## src/hw/rtl/gl2_dfr_term_score_assert.svh

```systemverilog
// ----------------------------------------------------------------------------
// GL2 term score assertion macros
// Concurrent assertion wrappers, empty when SYNTHESIS is defined.
// ----------------------------------------------------------------------------
`ifndef GL2_DFR_TERM_SCORE_ASSERT_SVH
`define GL2_DFR_TERM_SCORE_ASSERT_SVH
`ifndef SYNTHESIS
`define G2_ASSERT(lbl, clk, rst_n, prop, msg) \
    lbl: assert property (@(posedge clk) disable iff (!rst_n) prop) else $error(msg);
`define G2_ASSERT_NR(lbl, clk, prop, msg) \
    lbl: assert property (@(posedge clk) prop) else $error(msg);
`else
`define G2_ASSERT(lbl, clk, rst_n, prop, msg)
`define G2_ASSERT_NR(lbl, clk, prop, msg)
`endif
`endif

```

## src/hw/rtl/gl2dfr_pkg.sv

```systemverilog
`timescale 1ns / 1ps
// ----------------------------------------------------------------------------
// GL2 term score package
// Widths, constants and shared types of the GL2 scoring pipeline.
// ----------------------------------------------------------------------------
package gl2dfr_pkg;
    localparam int X_W      = 41;   // widest log argument (cf + N)
    localparam int E_W      = 6;    // integer part of log2
    localparam int FRAC_W   = 32;   // log fraction bits
    localparam int LG_W     = E_W + FRAC_W;
    localparam int LN_W     = 37;   // natural log, 32 fraction bits
    localparam int TF_W     = 16;
    localparam int TFP_W    = TF_W + LN_W;
    localparam int NUM_W    = 59;
    localparam int DEN_W    = 54;
    localparam int Q_W      = 32;
    localparam int CFG_IDX_W = 1;
    localparam int LG2_LAT  = 35;
    localparam int LNR_LAT  = 3;
    localparam int TF_DLY   = LG2_LAT + LNR_LAT;
    localparam logic [31:0] LN2_Q32 = 32'hB17217F8;

    typedef enum logic [CFG_IDX_W-1:0] {
        CFG_NDOCS = 1'b0,
        CFG_AVG   = 1'b1
    } t_cfg_idx;

    typedef struct packed {
        logic en;
        logic valid;
    } t_pipe_ctl;
endpackage

```

## src/hw/rtl/gl2dfr_lnr.sv

```systemverilog
`timescale 1ns / 1ps
// ----------------------------------------------------------------------------
// GL2 log ratio
// ln(a/b) from two log2 values: clamp difference, scale by ln 2.
// ----------------------------------------------------------------------------
module gl2dfr_lnr import gl2dfr_pkg::*; (
    input  logic             i_clk,
    input  logic             i_rst_n,
    input  t_pipe_ctl        i_ctl,
    input  logic [LG_W-1:0]  i_la,
    input  logic [LG_W-1:0]  i_lb,
    output logic             o_valid,
    output logic [LN_W-1:0]  o_ln
);
    logic [LG_W-1:0] r_d;
    logic [LG_W-1:0] r_pi;
    logic [31:0]     r_pf;
    logic [LN_W-1:0] r_ln;
    logic            r_v1, r_v2, r_v3;
    logic [63:0]     n_pf;
    logic [LG_W-1:0] n_pi;
    logic [LG_W:0]   n_sum;

    assign n_pf  = {32'b0, r_d[FRAC_W-1:0]} * {32'b0, LN2_Q32};
    assign n_pi  = {{FRAC_W{1'b0}}, r_d[LG_W-1:FRAC_W]} * {{E_W{1'b0}}, LN2_Q32};
    assign n_sum = {1'b0, r_pi} + {{(LG_W-31){1'b0}}, r_pf};

    always_ff @(posedge i_clk) begin
        if (!i_rst_n) begin
            r_v1 <= 1'b0;
            r_v2 <= 1'b0;
            r_v3 <= 1'b0;
        end else if (i_ctl.en) begin
            r_v1 <= i_ctl.valid;
            r_v2 <= r_v1;
            r_v3 <= r_v2;
        end
    end

    always_ff @(posedge i_clk) begin
        if (i_ctl.en) begin
            r_d  <= (i_la > i_lb) ? i_la - i_lb : '0;
            r_pi <= n_pi;
            r_pf <= n_pf[63:32];
            r_ln <= n_sum[LN_W-1:0];
        end
    end

    assign o_valid = r_v3;
    assign o_ln    = r_ln;
endmodule

```

## config.mk

```make
export PLATFORM = sky130hd
export DESIGN_NAME = gl2dfr_lnr
export DESIGN_NICKNAME = d
export VERILOG_FILES = /design/src/hw/rtl/gl2_dfr_term_score_assert.svh /design/src/hw/rtl/gl2dfr_pkg.sv /design/src/hw/rtl/gl2dfr_lnr.sv
export SDC_FILE = /design/constraint.sdc
export NUM_CORES = 1
export LEC_CHECK = 0
export ABC_AREA = 1
export BUFFER_PORTS_ARGS = -buffer_cell sky130_fd_sc_hd__buf_2
export CAP_MARGIN = 20
export CORE_UTILIZATION = 47
export DETAILED_ROUTE_END_ITERATION = 12
export PLACE_DENSITY_LB_ADDON = 0.2
export SYNTH_ARGS = -nofsm -noshare
export SYNTH_HDL_FRONTEND = slang
export SYNTH_SLANG_ARGS = --single-unit
export TNS_END_PERCENT = 5
```

## constraint.sdc

```tcl
create_clock -name i_clk -period 14.2 [get_ports i_clk]
set_input_delay 2.13 -clock i_clk [delete_from_list [all_inputs] [get_ports i_clk]]
set_output_delay 2.13 -clock i_clk [all_outputs]
set_load 0.01 [all_outputs]
```

==> summary.md, run 1 <==
| Metric | Value |
|---|---|
| Most used DFF post-synth | edfxtp_1 |
| Final hold vios | 0 |
| # clock sinks | 144 |
| Total Wirelength | 83000 microns |
| Post-synthesis sequential area ratio | 14.5% |
| Total iterations of the first detailed-routing run | 5 |
| YS warnings | 0 |
| Grt total ovfl | 0 |
| Status | finished, final reports clean |
| Hold_sp | r_pf[2] |
| Max Fclk | 134 MHz |
| Crit Path Class | flop to flop |
| CTS HTree Levels | 4 |
| Unrepaired setup endpoints after global routing | false |
| DR vias/cell | 4.98 |
| Critical R2R Launch | r_d[16] |
| Antenna diodes | 0 |
| Synth cell types | 33 |
| Tot GR Track Use | 27.3% |
| Worst-Skew Late Latency | 480 ps |
| TritonCTS clock tree | done |
| DRT iter0 DRCs | 1506 |
| Die H | 253 microns |
| DRC Markers | 0 |
| CP Data Arrival Time | 7720 ps |
| Synth Instances | 3782 |
| Initial antenna violation count | 1 |
| Critical Path End Type | flop |
| Clock Tree Buf Depth | 2 |
| Register bit count reported by yosys | 144 |
| Part of the cycle the worst path needs | 52.8% |
| Share of post-route cells with drive strength above 1 | 4.45% |
| Vias in the first global route | 24100 |
| Min-Delay Path Class | flop to flop |
| Routed length per instance | 17.4 microns |
| DP Wirelength | 74400 microns |
| Post-CTS Setup Bufs | 0 |
| Synth-to-layout area growth | 7.44% |
| Syn_area_per_cell | 7.83 sq um |
| Post-Syn Area | 29600 sq um |
| First-pass GRT wire length | 132000 microns |
| Pins Over Slew Limit | 0 |
| Reg clk slew, reported paths | 70 ps |
| Number of port buffers | 117 |
| Worst setup SP type | flop |
| CP Launch Point | r_d[16] |
| GP Congestion | 1.03 |
| Final setup violation count | 0 |
| IO Count | 118 |
| Post-route ant nets | 0 |
| Post-synth ARST share | 0% |
| Worst-path fanout max | 6 |
| Maxcap violations | 0 |
| Clock Skew | 17.4 ps |
| Rows | 91 |
| # resized after CTS | 0 |
| Net count, final | 4848 |
| Hold buffer count at CTS | 0 |
| Final worst path period need | 7490 ps |
| Die X-Extent | 253 microns |
| Initial Utilization | 47.8% |
| Post-synth EDFFs | 141 |
| Total core area | 61900 sq um |
| TNS Setup | 0 ps |
| Root buffer cell | clkbuf_16 |
| Vias | 23800 |
| Req. time, crit path | 14430 ps |
| Slew @ Worst Pin | 934 ps |
| Total CTS buffers | 17 |
| Post-synth net total | 4713 |
| Rel. slew slack | 37.7% |
| Die Area | 64000 sq um |
| Largest net degree at the start of global routing | 77 |
-- metrics by stage --
stage / instance area (sq um) / util (%) / std cells / worst slack, ps / hold WS, ps
finish: 31800 / 51.4 / 4767 / 6710 / 429
CTS: 31800 / 51.4 / 4767 / 6790 / 434
global placement: 31200 / 50.4 / 4735 / 6820 / 407
floorplan: 29600 / - / 3782 / 7870 / 400
global route: 31800 / 51.4 / 4767 / 6480 / 437
detailed placement: 31200 / 50.4 / 4735 / 6790 / 417
-- cells in the mapped netlist, types with 3 or more instances --
cell | number | share of area (%)
or2_2 | 3 | 0.063
dfxtp_1 | 3 | 0.20
nor3_1 | 29 | 0.49
xor2_1 | 60 | 1.8
nor2_2 | 10 | 0.21
fa_1 | 389 | 26
a21o_1 | 8 | 0.20
inv_1 | 1021 | 13
nor4_1 | 3 | 0.063
nand3b_1 | 7 | 0.18
nand2_1 | 868 | 11
nor2_1 | 274 | 3.5
a21oi_1 | 191 | 3.2
o21bai_1 | 19 | 0.48
o21ai_0 | 82 | 1.4
edfxtp_1 | 141 | 14
a31oi_1 | 3 | 0.063
o21ai_1 | 4 | 0.068
ha_1 | 462 | 20
nand4_1 | 24 | 0.51
o21a_1 | 7 | 0.18
nor2_4 | 5 | 0.19
xnor2_1 | 15 | 0.44
nand3_1 | 142 | 2.4
-- cell usage in the layout, fill, tap and decap left out, drive strengths merged, types with 8 or more instances in the layout --
cell type and count:
o21bai 19, nand2 870, inv 1031, xor2 60, nand3 142, nand4 24
buf 120, ha 462, a21oi 191, edfxtp 141, xnor2 15, a21o 8
o21ai 86, nor2 289, nor3 29, clkbuf 18, fa 389
-- logic make-up (layout without fill, tap and decap cells) --
group	count (synthesis)	count (layout)	synth area share, %
XOR/XNOR	75	75	2.22
AND/OR/NAND/NOR	1369	1369	18.7
AO/OA/AOI/OAI	316	316	5.66
flip-flops	144	144	14.5
buffers and inverters	1027	1175	13.1
adder cells (fa/ha/maj)	851	851	45.8
-- flip-flops by register name, indices dropped and copies added (netlist names) --
| signal | cells |
|---|---|
| r_v2 | 1 |
| r_pf | 32 |
| r_v1 | 1 |
| r_d | 38 |
| o_valid | 1 |
| o_ln | 37 |
| r_pi | 34 |
-- path summary, 6_finish.rpt --
kind	slack [ps]	cells after the start	endpoint
worst max-delay path	6710	24	r_pf[29]
worst min-delay path	430	0	o_ln[2]
worst max register to register	6710	24	r_pf[29]
worst min register to register	430	0	o_ln[2]
-- routing by layer --
metal  global-route usage, %  wire [microns]  vias up
met5                       0               0        -
met4                    8.62            2430        0
met3                    3.13            4420      101
met1                    37.3           37800    11200
met2                    45.1           38400      640
li1                        -               -    11800
-- worst max-delay path: stages (launching register included) --
cell and delay, ps:
edfxtp_1 630, inv_1 360, fa_1 550, inv_1 180, fa_1 460, fa_1 530
inv_1 50, fa_1 470, inv_1 50, fa_1 480, fa_1 470, fa_1 570
inv_1 60, fa_1 500, inv_1 50, ha_1 300, nand2_1 100, nor2_1 160
inv_1 80, o21ai_0 580, inv_1 90, nand3_1 220, nand2_1 130, nand3_1 100
nand2_1 70
-- cell type report --
cell class                      instances  area, sq um
Sequential cell                       144         4290
Timing Repair Buffer                  120          614
Fill cell                            6125        30100
Clock inverter                         14          144
Inverter                             1023         3840
Tap cell                              837         1050
Clock buffer                           18          439
Multi-Input combinational cell       2611        21400
Power of run 1 is not shown: default switching activity piles up to over one toggle a cycle in this logic, so the estimate is an artifact.
==> run 2, diff against run 1 <==
Settings changed: ABC_AREA 1 to 0.
Clock period 14.2 ns to 7.6 ns, I/O delays scaled along.
==> summary.md, run 2 <==
| Metric | Value |
|---|---|
| Number of port buffers | 117 |
| GP Congestion | 0.934 |
| Placed insts | 3577 |
| Part of the cycle the worst path needs | 99.9% |
| Initial Utilization | 47.5% |
| Slowest cell delay on critical path | 550 ps |
| Req. time, crit path | 7820 ps |
| Min-Delay Path Class | flop to flop |
| Synth area leader | fa_1 |
| Final hold vios | 0 |
| Pins Over Slew Limit | 0 |
| First-pass GRT wire length | 108000 microns |
| CTS HTree Levels | 4 |
| Die H | 238 microns |
| Maxcap violations | 0 |
| Final std cells w/o fill | 3620 |
| Most used DFF post-synth | edfxtp_1 |
| Most frequent cells in the layout | 626 x inv_1, 457 x ha_1, 383 x fa_1, 147 x buf_4, 141 x edfxtp_1 |
| Post-synth EDFFs | 141 |
| Synth cell types | 72 |
| Worst-path fanout max | 4 |
| Final worst slack | 5.57 ps |
| Critical Path End Type | flop |
| Largest net degree at the start of global routing | 80 |
| Final setup violation count | 0 |
| Initial antenna violation count | 0 |
| Top cells by area, synth | fa_1 30%, ha_1 22%, edfxtp_1 16%, inv_1 9.3%, xnor2_1 2.7% |
| DRT iter0 DRCs | 1036 |
| Vias | 18800 |
| Final worst path period need | 7590 ps |
| Die Area | 56600 sq um |
| Post-synthesis sequential area ratio | 16.4% |
| Total CTS buffers | 17 |
| Post-synth net total | 3532 |
| IO Count | 118 |
| Antenna diodes | 0 |
| Total core area | 55100 sq um |
| Routed length per instance | 18.7 microns |
| Die X-Extent | 238 microns |
| Tot GR Track Use | 24.9% |
| Post-synth top cells | 648 x inv_1, 462 x ha_1, 389 x fa_1, 141 x edfxtp_1, 139 x a21oi_1 |
| Top cell by count, worst path | fa_1 |
| YS warnings | 0 |
| DR vias/cell | 5.19 |
| Rows | 86 |
| Syn_area_per_cell | 10.1 sq um |
| Grt total ovfl | 0 |
| Crit-path slowest cell | fa_1 |
| Vias in the first global route | 20000 |
| Max Fclk | 132 MHz |
| Top-count cell post-synth | inv_1 |
| Worst-Skew Late Latency | 490 ps |
| DP Wirelength | 58900 microns |
| Synth Instances | 2601 |
| CP Data Arrival Time | 7820 ps |
| Register bit count reported by yosys | 144 |
| Net count, final | 3790 |
| Design Area, Final | 29500 sq um |
| Hold buffer count at CTS | 0 |
| Share of post-route cells with drive strength above 1 | 13.1% |
| Most common cell after layout, fill and taps aside | inv_1 |
| Root buffer cell | clkbuf_16 |
| Top cell type's share of synthesized area | 29.8% |
| Worst setup SP type | flop |
| Clock Skew | 23.2 ps |
| # clock sinks | 144 |
| Biggest register | r_d |
| TritonCTS clock tree | done |
| Placed Area | 28700 sq um |
| Clock Tree Buf Depth | 2 |
| Post-synth ARST share | 0% |
| Unrepaired setup endpoints after global routing | true |
| Reg clk slew, reported paths | 60 ps |
| Max reg flops | 38 |
| Post-route ant nets | 0 |
| Slew @ Worst Pin | 808 ps |
| DRC Markers | 0 |
| Total Wirelength | 67600 microns |
| Post-Syn Area | 26200 sq um |
| Crit Path Class | flop to flop |
| Status | finished, final reports clean |
| Total iterations of the first detailed-routing run | 6 |
| Dpl ws | -285 ps |
| Rel. slew slack | 46.1% |
| Synth-to-layout area growth | 12.7% |
## run 2: changes by cell type after synthesis, moves of 13 or more
cell | previous run | this run
nand2_1 | 868 | 95
inv_1 | 1021 | 648
nor2_1 | 274 | 101
nand3_1 | 142 | 32
a21o_1 | 8 | 86
xnor2_1 | 15 | 82
a21oi_1 | 191 | 139
clkbuf_1 | 0 | 24
a211oi_1 | 0 | 20
nor2b_1 | 0 | 20
o21ai_0 | 82 | 66
xor2_1 | 60 | 44
and3_1 | 0 | 13
## run 2: critical path: cells and delay by family, from the launching register on
| kind | cells | cell delay, ps |
|---|---|---|
| compound gates | 7 | 1020 |
| xor+xnor | 1 | 120 |
| simple gates | 2 | 600 |
| buf+inv | 9 | 780 |
| fa+ha+maj | 9 | 4400 |
| flops | 1 | 410 |
## run 2: through the flow
step,util (%),TNS [ps],hold slack (ps)
final,53.5,0,420
after global routing,53.5,-969,434
after CTS,53.1,0,423
after detailed placement,52.0,-2230,407
after global placement,52.0,-871,407
after floorplan,-,0,400
## run 2: final cells by class
cell class                      count  area, sq um
Timing Repair Buffer              267         1750
Clock inverter                     14          106
Multi-Input combinational cell   1781        19500
Fill cell                        5027        25600
Tap cell                          748          936
Inverter                          648         2440
Sequential cell                   144         4290
Clock buffer                       18          429
## run 2: routing by layer
metal | part of all wire [%] | vias to the layer above | global-route usage, %
met5 | 0 | - | 0
met4 | 1.8 | 0 | 5.94
met3 | 3.1 | 65 | 2.49
met2 | 49 | 364 | 43.6
met1 | 46 | 9306 | 33.2
li1 | - | 9067 | -
## run 2: cells by family (layout without fill, tap and decap cells)
kind of cell	Yosys count	in the layout	synth area share, %
compound gates	449	449	11.2
xor+xnor	126	126	4.22
fa+ha+maj	851	851	51.8
buf+inv	676	947	9.72
flops	144	144	16.4
mux	4	4	0.153
simple gates	351	351	6.41
## run 2: worst paths after layout
path | startpoint | end | slack (ps) | cells after the start
worst max-delay path | r_d[29] | r_pf[31] | 6 | 28
worst min-delay path | r_pf[0] | o_ln[0] | 420 | 0
worst max register to register | r_d[29] | r_pf[31] | 6 | 28
worst min register to register | r_pf[0] | o_ln[0] | 420 | 0
## run 2: timing repair
item	4_1_cts	5_1_grt
buffers inserted	3	8
endpoints found under the hold margin	0	0
resized for setup	27	43
setup endpoints to repair	14	19
pin swaps	8	27
Power of run 2 is left out for the same reason.
==> run 3, diff against run 2 <==
Settings changed: PLACE_DENSITY from default to 0.71, PLACE_DENSITY_LB_ADDON 0.2 to default.
==> summary.md, run 3 (same netlist as run 2, synthesis figures left out) <==
| Metric | Value |
|---|---|
| Biggest register | r_d |
| Max reg flops | 38 |
| Rows | 86 |
| Die H | 238 microns |
| Hold Crit Endpoint | o_ln[0] |
| Tot GR Track Use | 24.5% |
| Post-route ant nets | 0 |
| Crit Path Class | flop to flop |
| TritonCTS clock tree | done |
| Final worst path period need | 7460 ps |
| Rel. slew slack | 29.4% |
| DR vias/cell | 5.27 |
| CP Data Arrival Time | 7740 ps |
| Share of post-route cells with drive strength above 1 | 12.7% |
| Min-Delay Path Class | flop to flop |
| Number of port buffers | 117 |
| DRC Markers | 0 |
| Worst setup SP type | flop |
| Die Area | 56600 sq um |
| Largest net degree at the start of global routing | 74 |
| Worst-path fanout max | 5 |
| R2r worst-path depth | 26 |
| Reg2reg end | r_pf[19] |
| Slowest cell delay on critical path | 550 ps |
| Top cell by count, worst path | fa_1 |
| DRT iter0 DRCs | 1184 |
| Vias in the first global route | 20100 |
| GP Congestion | 0.978 |
| Worst-Skew Late Latency | 480 ps |
| First-pass GRT wire length | 106000 microns |
| Critical Path End Type | flop |
| Total Wirelength | 66900 microns |
| CTS HTree Levels | 4 |
| Pins Over Slew Limit | 0 |
| Final setup violation count | 0 |
| Clock Skew | 12.4 ps |
| Unrepaired setup endpoints after global routing | true |
| Total iterations of the first detailed-routing run | 5 |
| Die X-Extent | 238 microns |
| Initial Utilization | 47.5% |
| Hold Crit Depth | 0 |
| # clock sinks | 144 |
| Most frequent cells in the layout | 628 x inv_1, 455 x ha_1, 370 x fa_1, 141 x edfxtp_1, 134 x a21oi_1 |
| Reg clk slew, reported paths | 70 ps |
| Part of the cycle the worst path needs | 98.2% |
| Clock Tree Buf Depth | 2 |
| Hold buffer count at CTS | 0 |
| Hold_sp | r_pf[0] |
| Max Fclk | 134 MHz |
| Vias | 18900 |
| Total core area | 55100 sq um |
| Root buffer cell | clkbuf_16 |
| Synth-to-layout area growth | 12.2% |
| Total CTS buffers | 17 |
| Grt total ovfl | 0 |
| Most common cell after layout, fill and taps aside | inv_1 |
| IO Count | 118 |
| Routed length per instance | 18.6 microns |
| Net count, final | 3762 |
| Hold WS | 413 ps |
| Initial antenna violation count | 0 |
| R2R Setup Slk | 140 ps |
| Crit-path slowest cell | fa_1 |
| Antenna diodes | 0 |
| Req. time, crit path | 7880 ps |
| Status | finished, final reports clean |
| Final hold vios | 0 |
| Maxcap violations | 0 |
| Critical R2R Launch | r_d[26] |
| Slew @ Worst Pin | 1060 ps |
| DP Wirelength | 58400 microns |
[run 3: cell types whose count changed in the layout (fill, tap and decap cells not counted), sizes merged]
cell	change
buf	-28
clkinvlp	+2
clkinv	-4
clkbuf	-1
bufinv	+2
[run 3: stage by stage]
| stage | instance area (sq um) | util (%) | setup WS (ps) | setup TNS, ps | cells |
|---|---|---|---|---|---|
| after global routing | 29400 | 53.3 | -91.9 | -398 | 3591 |
| final | 29400 | 53.3 | 137 | 0 | 3591 |
| after detailed placement | 28400 | 51.6 | -171 | -1260 | 3549 |
| after floorplan | 26200 | - | 107 | 0 | 2601 |
| after global placement | 28400 | 51.6 | -106 | -542 | 3549 |
| after CTS | 29000 | 52.7 | 28.8 | 0 | 3580 |
[run 3: area by class of cell]
type	count	area [sq um]
Clock buffer	17	425
Sequential cell	144	4290
Fill cell	4969	25700
Inverter	648	2450
Tap cell	748	936
Timing Repair Buffer	239	1510
Clock inverter	14	174
Multi-Input combinational cell	1781	19600
[run 3: worst max path at each step]
stage,to,from,cells past startpoint
after floorplan,r_pf[31],r_d[28],25
after global routing,r_pf[18],r_d[21],26
final,r_pf[19],r_d[26],26
after detailed placement,r_pf[31],r_d[23],26
after global placement,r_pf[31],r_d[24],26
after CTS,r_pf[31],r_d[21],26
[run 3: repair_timing]
item | in CTS | in global routing
pin swaps | 4 | 26
resized for setup | 17 | 67
setup buffers | 0 | 11
endpoints found under the setup margin | 14 | 19
[run 3: per-layer routing]
layer	vias up	GRT usage, %	part of all wire (%)
li1	9012	-	-
met1	9316	30.9	43
met2	498	43.2	50
met3	83	4.13	5.3
met4	0	6.39	2.0
met5	-	0	0
[run 3: worst max-delay path, delay by kind of cell (launching register included)]
kind | cells | cell delay (ps)
XOR/XNOR | 1 | 270
flip-flops | 1 | 440
adder cells (fa/ha/maj) | 9 | 4290
buffers and inverters | 8 | 710
AO/OA/AOI/OAI | 8 | 1540
Power of run 3 is left out for the same reason.
